## src/rtl/rtt_pkg.sv

```systemverilog
// Shared types and constants for the run table range translator.
// Used by rtt_clip and run_table_range_translator; depends on nothing else.
package rtt_pkg;

    localparam int MAX_RUNS  = 16;
    localparam int OFS_W     = 48;
    localparam int OUT_LIMIT = 16;
    localparam int IDX_W     = (MAX_RUNS > 1) ? $clog2(MAX_RUNS) : 1;
    localparam int CNT_W     = $clog2(MAX_RUNS + 1);
    localparam int NH_W      = $clog2(OUT_LIMIT + 1);

    localparam int IN_DATA_W  = 152;
    localparam int IN_USER_W  = 3;
    localparam int OUT_DATA_W = 112;
    localparam int OUT_USER_W = 2;

    localparam logic [2:0] KIND_APPEND  = 3'd0;
    localparam logic [2:0] KIND_CLEAR   = 3'd1;
    localparam logic [2:0] KIND_INNER   = 3'd2;
    localparam logic [2:0] KIND_MEMBER  = 3'd3;
    localparam logic [2:0] KIND_EXCLUDE = 3'd4;

    typedef struct packed {
        logic [OFS_W-1:0] size;
        logic [OFS_W-1:0] mstart;
        logic [7:0]       member;
        logic [OFS_W-1:0] inner;
    } t_run;

    typedef struct packed {
        logic [OFS_W-1:0] len;
        logic [OFS_W:0]   ofs;
        logic [7:0]       member;
    } t_piece;

endpackage

```

## src/rtl/rtt_clip.sv

```systemverilog
// Overlap pipeline: clips one stored run against the query range.
// Two register stages plus a final offset add; depends on rtt_pkg.
module rtt_clip (
    input  logic                i_clk,
    input  logic                i_rst_n,
    input  logic                i_adv,
    input  logic                i_inner,
    input  logic [rtt_pkg::OFS_W-1:0] i_qs,
    input  logic [rtt_pkg::OFS_W:0]   i_qe,
    input  logic [7:0]          i_midx,
    input  logic                i_valid,
    input  rtt_pkg::t_run       i_run,
    output logic                o_busy,
    output logic                o_valid,
    output logic                o_hit,
    output rtt_pkg::t_piece     o_piece
);
    import rtt_pkg::*;

    logic [OFS_W-1:0] rs;
    logic [OFS_W:0]   re;

    logic             r_s1_v;
    logic             r_s1_match;
    logic [OFS_W-1:0] r_s1_from;
    logic [OFS_W:0]   r_s1_to;
    logic [OFS_W-1:0] r_s1_rs;
    logic [OFS_W-1:0] r_s1_other;
    logic [7:0]       r_s1_member;

    logic             r_s2_v;
    logic             r_s2_hit;
    logic [OFS_W-1:0] r_s2_len;
    logic [OFS_W-1:0] r_s2_diff;
    logic [OFS_W-1:0] r_s2_other;
    logic [7:0]       r_s2_member;

    assign rs = i_inner ? i_run.inner : i_run.mstart;
    assign re = {1'b0, rs} + {1'b0, i_run.size};

    always_ff @(posedge i_clk) begin
        if (!i_rst_n) begin
            r_s1_v <= 1'b0;
            r_s2_v <= 1'b0;
        end else if (i_adv) begin
            r_s1_v <= i_valid;
            r_s2_v <= r_s1_v;
        end
    end

    always_ff @(posedge i_clk) begin
        if (i_adv) begin
            // Stage 1: intersection bounds.
            r_s1_match  <= i_inner || (i_run.member == i_midx);
            r_s1_from   <= (i_qs > rs) ? i_qs : rs;
            r_s1_to     <= (i_qe < re) ? i_qe : re;
            r_s1_rs     <= rs;
            r_s1_other  <= i_inner ? i_run.mstart : i_run.inner;
            r_s1_member <= i_run.member;
            // Stage 2: overlap size and distance into the run.
            r_s2_hit    <= r_s1_match && ({1'b0, r_s1_from} < r_s1_to);
            r_s2_len    <= OFS_W'(r_s1_to - {1'b0, r_s1_from});
            r_s2_diff   <= r_s1_from - r_s1_rs;
            r_s2_other  <= r_s1_other;
            r_s2_member <= r_s1_member;
        end
    end

    assign o_busy         = r_s1_v || r_s2_v;
    assign o_valid        = r_s2_v;
    assign o_hit          = r_s2_hit;
    assign o_piece.member = r_s2_member;
    assign o_piece.ofs    = {1'b0, r_s2_other} + {1'b0, r_s2_diff};
    assign o_piece.len    = r_s2_len;

endmodule

```

## src/rtl/run_table_range_translator.sv

```systemverilog
// Run table range translator top level: run table memory, walk control, output word.
// Depends on rtt_pkg and rtt_clip.
//
// Usage: command words enter on the s_ channel (kind in tuser, run or range in
// tdata); result words leave on the m_ channel, tlast on the final word of each
// command. Append, clear and unknown kinds go from idle to the done state and
// present one word from there. Query and exclude commands walk every stored
// run, one memory read per cycle while the receiver does not stall; a query
// sends each run through a two-stage clip pipeline. Every command ends in the
// done state, which presents the final word. The next command word can be
// taken in the same cycle that the final word is presented.
// A query holds its newest hit back one word so that tlast can be set on the
// true final piece; a query with no overlap gives one word with hit clear. One
// command is worked on at a time: a new word is taken whenever the controller
// is idle, even while the previous result word still waits. When the receiver
// stalls, the walk, the memory read and the clip pipeline freeze together and
// nothing is lost. After reset the table is empty; the run memory itself is
// not cleared and is only read below the run count.
module run_table_range_translator (
    input  logic                             i_clk,
    input  logic                             i_rst_n,
    input  logic                             i_s_tvalid,
    output logic                             o_s_tready,
    // tdata: inner_offset[47:0], member_index[55:48], member_offset[103:56], length[151:104]
    input  logic [rtt_pkg::IN_DATA_W-1:0]    i_s_tdata,
    // tuser: kind[2:0]
    input  logic [rtt_pkg::IN_USER_W-1:0]    i_s_tuser,
    output logic                             o_m_tvalid,
    input  logic                             i_m_tready,
    // tdata: piece_member[7:0], piece_offset[56:8], piece_length[104:57],
    //        run_count[109:105], zero pad[111:110]
    output logic [rtt_pkg::OUT_DATA_W-1:0]   o_m_tdata,
    // tuser: hit[0], table_full[1]
    output logic [rtt_pkg::OUT_USER_W-1:0]   o_m_tuser,
    output logic                             o_m_tlast
);
    import rtt_pkg::*;

    typedef enum logic [2:0] {
        ST_IDLE = 3'b001,
        ST_WALK = 3'b010,
        ST_DONE = 3'b100
    } t_state;

    t_run             mem [MAX_RUNS];

    t_state           r_state, n_state;
    logic [CNT_W-1:0] r_used, n_used;
    logic [CNT_W-1:0] r_ridx, n_ridx;
    logic [CNT_W-1:0] r_wr, n_wr;
    logic [NH_W-1:0]  r_nhits, n_nhits;
    logic             r_pend_v, n_pend_v;
    logic             r_out_v, n_out_v;
    logic             r_rd_v, n_rd_v;

    logic [2:0]       r_kind;
    logic [7:0]       r_midx;
    logic [OFS_W-1:0] r_qs;
    logic [OFS_W:0]   r_qe;
    logic             r_full;
    t_run             r_rd;
    t_piece           r_pend;
    t_piece           r_out;
    logic             r_out_hit;
    logic             r_out_last;
    logic             r_out_full;
    logic [4:0]       r_out_cnt;

    logic [2:0]       in_kind;
    t_run             in_run;
    logic [OFS_W-1:0] in_len;
    logic             adv;
    logic             in_acc;
    logic             is_query;
    logic             issue;
    logic             excl_wr;
    logic             take;
    logic             walk_end;
    logic             table_has_room;
    logic             clip_busy;
    logic             clip_v;
    logic             clip_hit;
    t_piece           clip_piece;

    assign in_kind       = i_s_tuser;
    assign in_run.inner  = i_s_tdata[47:0];
    assign in_run.member = i_s_tdata[55:48];
    assign in_run.mstart = i_s_tdata[103:56];
    assign in_run.size   = i_s_tdata[151:104];
    assign in_len        = i_s_tdata[151:104];

    assign adv            = !r_out_v || i_m_tready;
    assign in_acc         = i_s_tvalid && (r_state == ST_IDLE);
    assign is_query       = (r_kind == KIND_INNER) || (r_kind == KIND_MEMBER);
    assign table_has_room = (r_used < CNT_W'(MAX_RUNS));
    assign issue          = (r_state == ST_WALK) && adv && (r_ridx < r_used);
    assign excl_wr        = adv && r_rd_v && (r_kind == KIND_EXCLUDE)
                            && (r_rd.member != r_midx);
    assign take           = (r_state == ST_WALK) && adv && clip_v && clip_hit && is_query
                            && (r_nhits < NH_W'(OUT_LIMIT));
    assign walk_end       = (r_state == ST_WALK) && (r_ridx == r_used)
                            && !r_rd_v && !clip_busy;

    rtt_clip u_clip (
        .i_clk   (i_clk),
        .i_rst_n (i_rst_n),
        .i_adv   (adv),
        .i_inner (r_kind == KIND_INNER),
        .i_qs    (r_qs),
        .i_qe    (r_qe),
        .i_midx  (r_midx),
        .i_valid (r_rd_v && is_query),
        .i_run   (r_rd),
        .o_busy  (clip_busy),
        .o_valid (clip_v),
        .o_hit   (clip_hit),
        .o_piece (clip_piece)
    );

    always_comb begin
        n_state  = r_state;
        n_used   = r_used;
        n_ridx   = r_ridx;
        n_wr     = r_wr;
        n_nhits  = r_nhits;
        n_pend_v = r_pend_v;
        n_out_v  = r_out_v;
        n_rd_v   = r_rd_v;
        if (r_out_v && i_m_tready) begin
            n_out_v = 1'b0;
        end
        if (adv) begin
            n_rd_v = issue;
        end
        unique case (r_state)
            ST_IDLE: begin
                if (in_acc) begin
                    n_ridx   = '0;
                    n_wr     = '0;
                    n_nhits  = '0;
                    n_pend_v = 1'b0;
                    if ((in_kind == KIND_INNER) || (in_kind == KIND_MEMBER)
                        || (in_kind == KIND_EXCLUDE)) begin
                        n_state = ST_WALK;
                    end else begin
                        n_state = ST_DONE;
                    end
                    if (in_kind == KIND_CLEAR) begin
                        n_used = '0;
                    end else if ((in_kind == KIND_APPEND) && table_has_room) begin
                        n_used = r_used + 1'b1;
                    end
                end
            end
            ST_WALK: begin
                if (issue) begin
                    n_ridx = r_ridx + 1'b1;
                end
                if (excl_wr) begin
                    n_wr = r_wr + 1'b1;
                end
                if (take) begin
                    n_nhits  = r_nhits + 1'b1;
                    n_pend_v = 1'b1;
                    if (r_pend_v) begin
                        n_out_v = 1'b1;
                    end
                end
                if (walk_end) begin
                    n_state = ST_DONE;
                    if (r_kind == KIND_EXCLUDE) begin
                        n_used = r_wr;
                    end
                end
            end
            ST_DONE: begin
                if (adv) begin
                    n_out_v  = 1'b1;
                    n_pend_v = 1'b0;
                    n_state  = ST_IDLE;
                end
            end
            default: begin
                n_state = ST_IDLE;
            end
        endcase
    end

    always_ff @(posedge i_clk) begin
        if (!i_rst_n) begin
            r_state  <= ST_IDLE;
            r_used   <= '0;
            r_ridx   <= '0;
            r_wr     <= '0;
            r_nhits  <= '0;
            r_pend_v <= 1'b0;
            r_out_v  <= 1'b0;
            r_rd_v   <= 1'b0;
        end else begin
            r_state  <= n_state;
            r_used   <= n_used;
            r_ridx   <= n_ridx;
            r_wr     <= n_wr;
            r_nhits  <= n_nhits;
            r_pend_v <= n_pend_v;
            r_out_v  <= n_out_v;
            r_rd_v   <= n_rd_v;
        end
    end

    // Run memory. Compaction writes land at or below entries already read,
    // so a read never sees an entry that the same walk still has to move.
    always_ff @(posedge i_clk) begin
        if (in_acc && (in_kind == KIND_APPEND) && table_has_room) begin
            mem[r_used[IDX_W-1:0]] <= in_run;
        end else if (excl_wr) begin
            mem[r_wr[IDX_W-1:0]] <= r_rd;
        end
        if (issue) begin
            r_rd <= mem[r_ridx[IDX_W-1:0]];
        end
    end

    always_ff @(posedge i_clk) begin
        if (in_acc) begin
            r_kind <= in_kind;
            r_midx <= in_run.member;
            r_qs   <= (in_kind == KIND_INNER) ? in_run.inner : in_run.mstart;
            r_qe   <= {1'b0, ((in_kind == KIND_INNER) ? in_run.inner : in_run.mstart)}
                      + {1'b0, in_len};
            r_full <= (in_kind == KIND_APPEND) && !table_has_room;
        end
        if (take) begin
            r_pend <= clip_piece;
        end
        if (take && r_pend_v) begin
            r_out      <= r_pend;
            r_out_hit  <= 1'b1;
            r_out_last <= 1'b0;
            r_out_full <= 1'b0;
            r_out_cnt  <= 5'(r_used);
        end else if ((r_state == ST_DONE) && adv) begin
            if (is_query && r_pend_v) begin
                r_out     <= r_pend;
                r_out_hit <= 1'b1;
            end else begin
                r_out     <= '0;
                r_out_hit <= 1'b0;
            end
            r_out_last <= 1'b1;
            r_out_full <= r_full;
            r_out_cnt  <= 5'(r_used);
        end
    end

    assign o_s_tready = (r_state == ST_IDLE);
    assign o_m_tvalid = r_out_v;
    assign o_m_tdata  = {2'b00, r_out_cnt, r_out.len, r_out.ofs, r_out.member};
    assign o_m_tuser  = {r_out_full, r_out_hit};
    assign o_m_tlast  = r_out_last;

    a_used_bound: assert property (@(posedge i_clk) disable iff (!i_rst_n)
        r_used <= CNT_W'(MAX_RUNS))
        else $error("run count exceeds table depth");

    a_compact_order: assert property (@(posedge i_clk) disable iff (!i_rst_n)
        (r_state == ST_WALK) |-> (r_wr <= r_ridx))
        else $error("compaction write index passed read index");

    a_pend_in_query: assert property (@(posedge i_clk) disable iff (!i_rst_n)
        r_pend_v |-> (is_query && ((r_state == ST_WALK) || (r_state == ST_DONE))))
        else $error("held piece outside a query");

    a_hit_limit: assert property (@(posedge i_clk) disable iff (!i_rst_n)
        r_nhits <= NH_W'(OUT_LIMIT))
        else $error("piece count above output limit");

endmodule

```

## config.mk

```make
export PLATFORM = sky130hd
export DESIGN_NAME = run_table_range_translator
export DESIGN_NICKNAME = d
export VERILOG_FILES = /design/src/rtl/rtt_pkg.sv /design/src/rtl/rtt_clip.sv /design/src/rtl/run_table_range_translator.sv
export SDC_FILE = /design/constraint.sdc
export NUM_CORES = 2
export LEC_CHECK = 0
export BUFFER_PORTS_ARGS = -buffer_cell sky130_fd_sc_hd__buf_2
export CORE_AREA = 5 5 535 537
export DETAILED_ROUTE_END_ITERATION = 10
export DIE_AREA = 0 0 540 542
export GPL_ROUTABILITY_DRIVEN = 0
export PLACE_DENSITY = 0.67
export SYNTH_ARGS = -nofsm -noshare
export SYNTH_HDL_FRONTEND = slang
export SYNTH_SLANG_ARGS = --single-unit
```

## constraint.sdc

```tcl
create_clock -name i_clk -period 39.8 [get_ports i_clk]
set_clock_uncertainty 0.1 [all_clocks]
set_input_delay 3.98 -clock i_clk [delete_from_list [all_inputs] [get_ports i_clk]]
set_output_delay 3.98 -clock i_clk [all_outputs]
set_load 0.02 [all_outputs]
```

Word level (Yosys, flattened, before mapping)
Memory sizes are Yosys's and may differ from the RTL's. A register that Yosys moved wholly into a read port is not among the register bits. Index checks and enable logic that the tools add are counted.

Memories kept: 1. Flip-flop bits (word level): 710. Bits in writable memories: 2432. Output and inout bits: 117.

Memories: mem (depth 16, bits a word 152, rd ports 1, clocked after memory_dff 1, wr ports 1, line run_table_range_translator.sv:45) `t_run mem [MAX_RUNS];`.

Reductions and logical operators: 44. $lt $le $gt $ge: 6. Equality and inequality tests: 21. Muxes and demuxes: 46. Add/sub/neg operators: 9.

Operators by type and width (number): $mux W105 (3); $mux W48 (4); $mux W152 (1); $reduce_or A152 Y1 (1); $add A48 B48 Y49 (3); $sub A48 B48 Y48 (2); $mux W5 (11); $lt A48 B49 Y1 (1); $lt A49 B49 Y1 (1); $mux W49 (1); $gt A48 B48 Y1 (1); $pmux W5 S2 (4); $logic_and A1 B1 Y1 (23); $add A5 B1 Y5 const B (4); $eq A3 B2 Y1 const B (5); $mux W1 (14); $mux W3 (4); $ne A2 B2 Y1 const B (6); $reduce_and A3 Y1 (4); $lt A5 B5 Y1 const B (2); $eq A3 B3 Y1 const B (3); $pmux W3 S3 (1); $eq A8 B8 Y1 (1); $ne A8 B8 Y1 (1); 15 further kinds (25).

Longest topological paths before layout
Word-level depth: 10. Gate-level depth with buffers: 30.

Hierarchy
A second synthesis with hierarchy kept.

Cells, all modules: 7476. Area, all modules: 140248.3 um^2.

By module, submodules not included: run_table_range_translator (instances 1, cells an instance 4845, area an instance 113049.7 um^2); rtt_clip (instances 1, cells an instance 2631, area an instance 27198.6 um^2).

Least setup slack after synthesis
No wires, ideal clock.

Path type: in2reg. Start point: input i_m_tready. End point: register r_ridx[3]. Slack: 4.257 ns. Required time: 39.572 ns. Arrival time: 35.316 ns. Stages: 9. Path buffers: 1. Path through: nor2b_1 > clkinv_1 > nand2_1 > a2111oi_0 > or2_2 > clkbuf_1 > nand4_1 > xor2_1 > nor2_1.

Word-level cells in the longest chain between the ends: 5.

Ends and longest elaborated chain: start, declared (line run_table_range_translator.sv:29) `input logic i_m_tready,`; $logic_or A1 B1 Y1 (line run_table_range_translator.sv:92) `assign adv = !r_out_v || i_m_tready;`; $logic_and A1 B1 Y1 (2 in a row) (line run_table_range_translator.sv:96) `assign issue = (r_state == ST_WALK) && adv && (r_ridx < r_used);`; named net issue (line run_table_range_translator.sv:75) `logic issue;`; $ne A2 B2 Y1 (no line); $reduce_and A3 Y1 (no line); end signal, assigned (line run_table_range_translator.sv:202) `r_ridx <= n_ridx;`; end, declared (line run_table_range_translator.sv:49) `logic [CNT_W-1:0] r_ridx, n_ridx;`.

The timed path passes the listed nets, and every way through them passes these cells. A chain may end at the register's enable or synchronous reset.

Worst setup path after layout
Start point: register r_kind[2]. End point: register u_clip.r_s1_to[0], data pin.

Word-level cells in the longest chain between the ends: 5.

Ends and longest elaborated chain: start, declared (line run_table_range_translator.sv:56) `logic [2:0] r_kind;`; start signal, assigned (line run_table_range_translator.sv:226) `r_kind <= in_kind;`; $eq A3 B2 Y1 (line run_table_range_translator.sv:108) `.i_inner (r_kind == KIND_INNER),`; $mux W48 (line rtt_clip.sv:38) `assign rs = i_inner ? i_run.inner : i_run.mstart;`; named net u_clip.rs[8] (line rtt_clip.sv:20) `logic [OFS_W-1:0] rs;`; $add A48 B48 Y49 (line rtt_clip.sv:39) `assign re = {1'b0, rs} + {1'b0, i_run.size};`; $lt A49 B49 Y1 (line rtt_clip.sv:56) `r_s1_to <= (i_qe < re) ? i_qe : re;`; $mux W49 (line rtt_clip.sv:56); end signal, assigned (line rtt_clip.sv:56); end, declared (line rtt_clip.sv:26) `logic [OFS_W:0] r_s1_to;`.

The timed path passes the listed nets, and every way through them passes these cells.

==> results.py <==
metrics = {
    "timing": {
        "hold_viol_final": 0,
        "max_freq_ghz": 0.102,
        "setup_viol": 0,
        "slew_violations": 0,
        "finalCriticalPeriod_ns": 9.76,
        "tightestPinTransition_ns": 1.29,
        "setup_tns_ns": 0,
        "relSlewSlack": 0.132,
        "rsz0062_at_grt": "false",
        "period_share": 0.245,
    },
    "clock_tree": {
        "cts_resized": 0,
        "htree_num_levels": 5,
        "cts.sink_count": 3294,
        "clkTransAtPathRegs_ns": 0.06,
        "ctsHoldBuffers": 0,
        "cts_tree": "done",
        "cts_buffers": 338,
        "clock-root-buffer": "clkbuf_16",
        "clk_latency_ns": 0.89,
        "postCtsSetupRepairBufs": 0,
        "cts_buffer_depth": 4,
    },
    "logic_synthesis": {
        "synth_cells": 7405,
        "syn_area_per_cell_sq_um": 18.8,
        "ys_ff_latch": 3294,
        "syn-cell-area_sq_mm": 0.139,
        "postSynth.asyncResetShare": 0,
        "ys_seq_area_frac": 0.707,
        "synth_cell_types": 89,
        "synth-edff-count": 3263,
        "synth_ff_type": "edfxtp_1",
        "ys_warn_count": 0,
    },
    "cells_and_area": {
        "final_common_cell": "edfxtp_1",
        "final_cell_mix": "edfxtp_1, mux4_2, ha_1",
        "area_growth_pct": 11.9,
        "final_cells": 11834,
        "fill_cells": 21119,
        "utilization": 0.555,
        "final_nets": 8363,
        "postLayoutCellArea_sq_mm": 0.156,
        "layout-drive-gt1-share": 0.246,
        "multi_input_area_sq_mm": 0.0386,
        "register_area_sq_mm": 0.0986,
    },
    "drt": {
        "vias_per_cell": 6.25,
        "drc": 0,
        "drt_iter0_drc": 9282,
        "routed_wl_mm": 370,
        "ant_nets": 0,
        "dr.pass1.iters": 6,
        "vias": 73969,
        "wl_per_cell_microns": 31.2,
    },
    "worst_hold_path": {
        "hold_path.class": "reg -> reg",
        "min_from": "u_clip.r_s2_len[21]",
    },
    "worst_setup_path": {
        "critical_path.startpoint": "r_kind[2]",
        "crit_arrival_ns": 10.22,
        "cp_slowest_cell": "nor2b_4",
        "max_stage_delay_ns": 0.81,
        "worst-path-max-fanout": 49,
        "path_cells": "nor2b_4 -> nor2b_4 -> buf_4 -> mux2_2 -> ha_1 -> a21o_1 -> nor2_1 -> nand4b_1 -> a31o_2 -> a311oi_1 -> o211ai_1 -> a31oi_1 -> xor2_1 -> ha_1 -> a21o_1 -> a21oi_1 -> o21ai_0 -> a2111oi_0 -> a2111oi_1 -> or4_2 -> buf_4 -> mux2_1",
        "crit_family": "compound AO/OA/AOI/OAI gates",
        "endpoint_kind": "flip-flop",
        "crit_type": "reg -> reg",
        "cp_data_required_time_ns": 40.25,
        "crit_buf_inv": 2,
        "rr_startpoint": "r_kind[2]",
        "start_kind": "flip-flop",
    },
    "place": {
        "dp_hpwl_mm": 235,
        "io_buffers": 273,
        "post_dp_cell_area_sq_mm": 0.145,
        "dp.cells": 11210,
    },
    "grt": {
        "use_met1": 0.362,
        "grt_pass1_vias": 72812,
        "grt_pass1_wl_mm": 526,
        "grtUsageTotal": 0.249,
        "grt_overflow": 0,
        "grt_max_degree": 154,
        "use_met2": 0.384,
        "top_usage_layer": "met2",
        "use_met3": 0.0489,
        "antenna_found_initial": 54,
    },
    "power": {
        "p_leak_nw": 52.2,
        "ir_worst_vdd_v": 0.0000325,
        "p_per_area_mw_per_mm2": 52.4,
    },
    "run_status": {
        "outcome": "complete, no violations",
    },
    "die": {
        "io_pins": 276,
        "design.die.area_sq_mm": 0.293,
        "rows": 195,
        "coreArea_sq_mm": 0.281,
        "start_util": 0.496,
        "die_h_microns": 542,
        "die_x_microns": 540,
    },
    "run": {
        "cap_viol_max_count": 0,
    },
}
## cell usage after synthesis, types with 10 or more instances
library cell	n	area share
nand3_1	62	0.0022
o21bai_1	39	0.0021
a21oi_1	280	0.010
a31oi_1	41	0.0018
o21ai_0	142	0.0051
xnor2_1	153	0.0096
xor2_1	81	0.0051
a21o_1	192	0.010
buf_1	62	0.0017
nand2_1	168	0.0045
clkbuf_1	234	0.0063
inv_1	315	0.0085
nor2b_1	43	0.0019
o31ai_1	14	0.00075
mux4_2	760	0.12
nor3_1	32	0.0011
o21a_1	43	0.0023
nand4_1	61	0.0027
edfxtp_1	3263	0.70
dfxtp_1	31	0.0045
a211oi_1	25	0.0013
and3_1	130	0.0058
and2_1	13	0.00058
mux2i_1	54	0.0039
nand2b_1	41	0.0018
nor2_1	180	0.0048
mux2_2	343	0.028
o211ai_1	20	0.0011
ha_1	392	0.035
a221oi_1	10	0.00063
## final cells by class
class                           instances  share of cell area
Antenna cell                           32            0.000513
Tap cell                             3743              0.0300
Inverter                              316             0.00766
Clock buffer                          417              0.0573
Timing Repair Buffer                  371              0.0148
Multi-Input combinational cell       3486               0.248
Sequential cell                      3294               0.632
Clock inverter                        175              0.0102
## final timing paths
kind         slack, ns  depth (start not counted)                end
min reg2reg       0.30                          0         r_pend[78]
min               0.30                          0         r_pend[78]
max              30.04                         22  u_clip.r_s1_to[0]
max reg2reg      30.04                         22  u_clip.r_s1_to[0]
## per-stage QoR
step                      setup slack [ns]  hold WS [ns]  total power [mW]
after floorplan                       4.26         0.300              4.83
final                                30.04         0.298              8.17
after global placement               30.13         0.302              5.16
after detailed placement             30.08         0.305              5.18
after CTS                            30.19         0.299              8.21
after global routing                 29.75         0.310              8.46
## worst register-to-register path: stages (launching register included)
cell	delay (ns)
edfxtp_1	0.42
nor2b_4	0.77
nor2b_4	0.83
buf_4	0.49
mux2_2	0.43
ha_1	0.38
a21o_1	0.23
nor2_1	0.17
nand4b_1	0.26
a31o_2	0.34
a311oi_1	0.78
o211ai_1	0.43
a31oi_1	0.46
xor2_1	0.26
ha_1	0.29
a21o_1	0.16
a21oi_1	0.13
o21ai_0	0.16
a2111oi_0	0.61
a2111oi_1	0.25
or4_2	0.59
buf_4	0.37
mux2_1	0.54
## logic make-up (layout without fill, tap and decap cells)
group | Yosys count | in the layout | synth area share
buf+inv | 626 | 1279 | 0.0171
compound gates | 905 | 905 | 0.0419
xor+xnor | 234 | 234 | 0.0147
fa+ha+maj | 397 | 397 | 0.0359
mux | 1159 | 1159 | 0.154
flops | 3294 | 3294 | 0.707
other cells | 1 | 34 | 0.0000269
simple gates | 789 | 789 | 0.0288
## per-layer routing
metal  wire length (microns)  share of wire
met1                  150000           0.41
met2                  170000           0.46
met3                   37500           0.10
met4                   12800          0.035
met5                      68        0.00018
## sequential cells by signal (all words and copies together) (netlist names), 5 cells and up
signal / flops
u_clip.r_s2_member: 8
u_clip.r_s2_len: 48
u_clip.r_s1_to: 49
u_clip.r_s1_rs: 48
r_pend: 105
r_wr: 5
u_clip.r_s2_other: 48
r_ridx: 5
o_m_tdata: 105
mem: 2432
u_clip.r_s1_from: 48
r_rd: 152
r_qe: 49
r_used: 5
r_qs: 48
u_clip.r_s2_diff: 48
u_clip.r_s1_member: 8
r_nhits: 5
r_midx: 8
r_out_cnt: 5
u_clip.r_s1_other: 48
## report_power, final
group	leakage, nW	internal, mW	switching [mW]
Clock	5.13	1.75	1.31
Combinational	17.0	0.438	0.647
Sequential	30.0	3.97	0.0633
Total	52.2	6.16	2.02
Note: power is estimated with default switching activity, not from simulation.
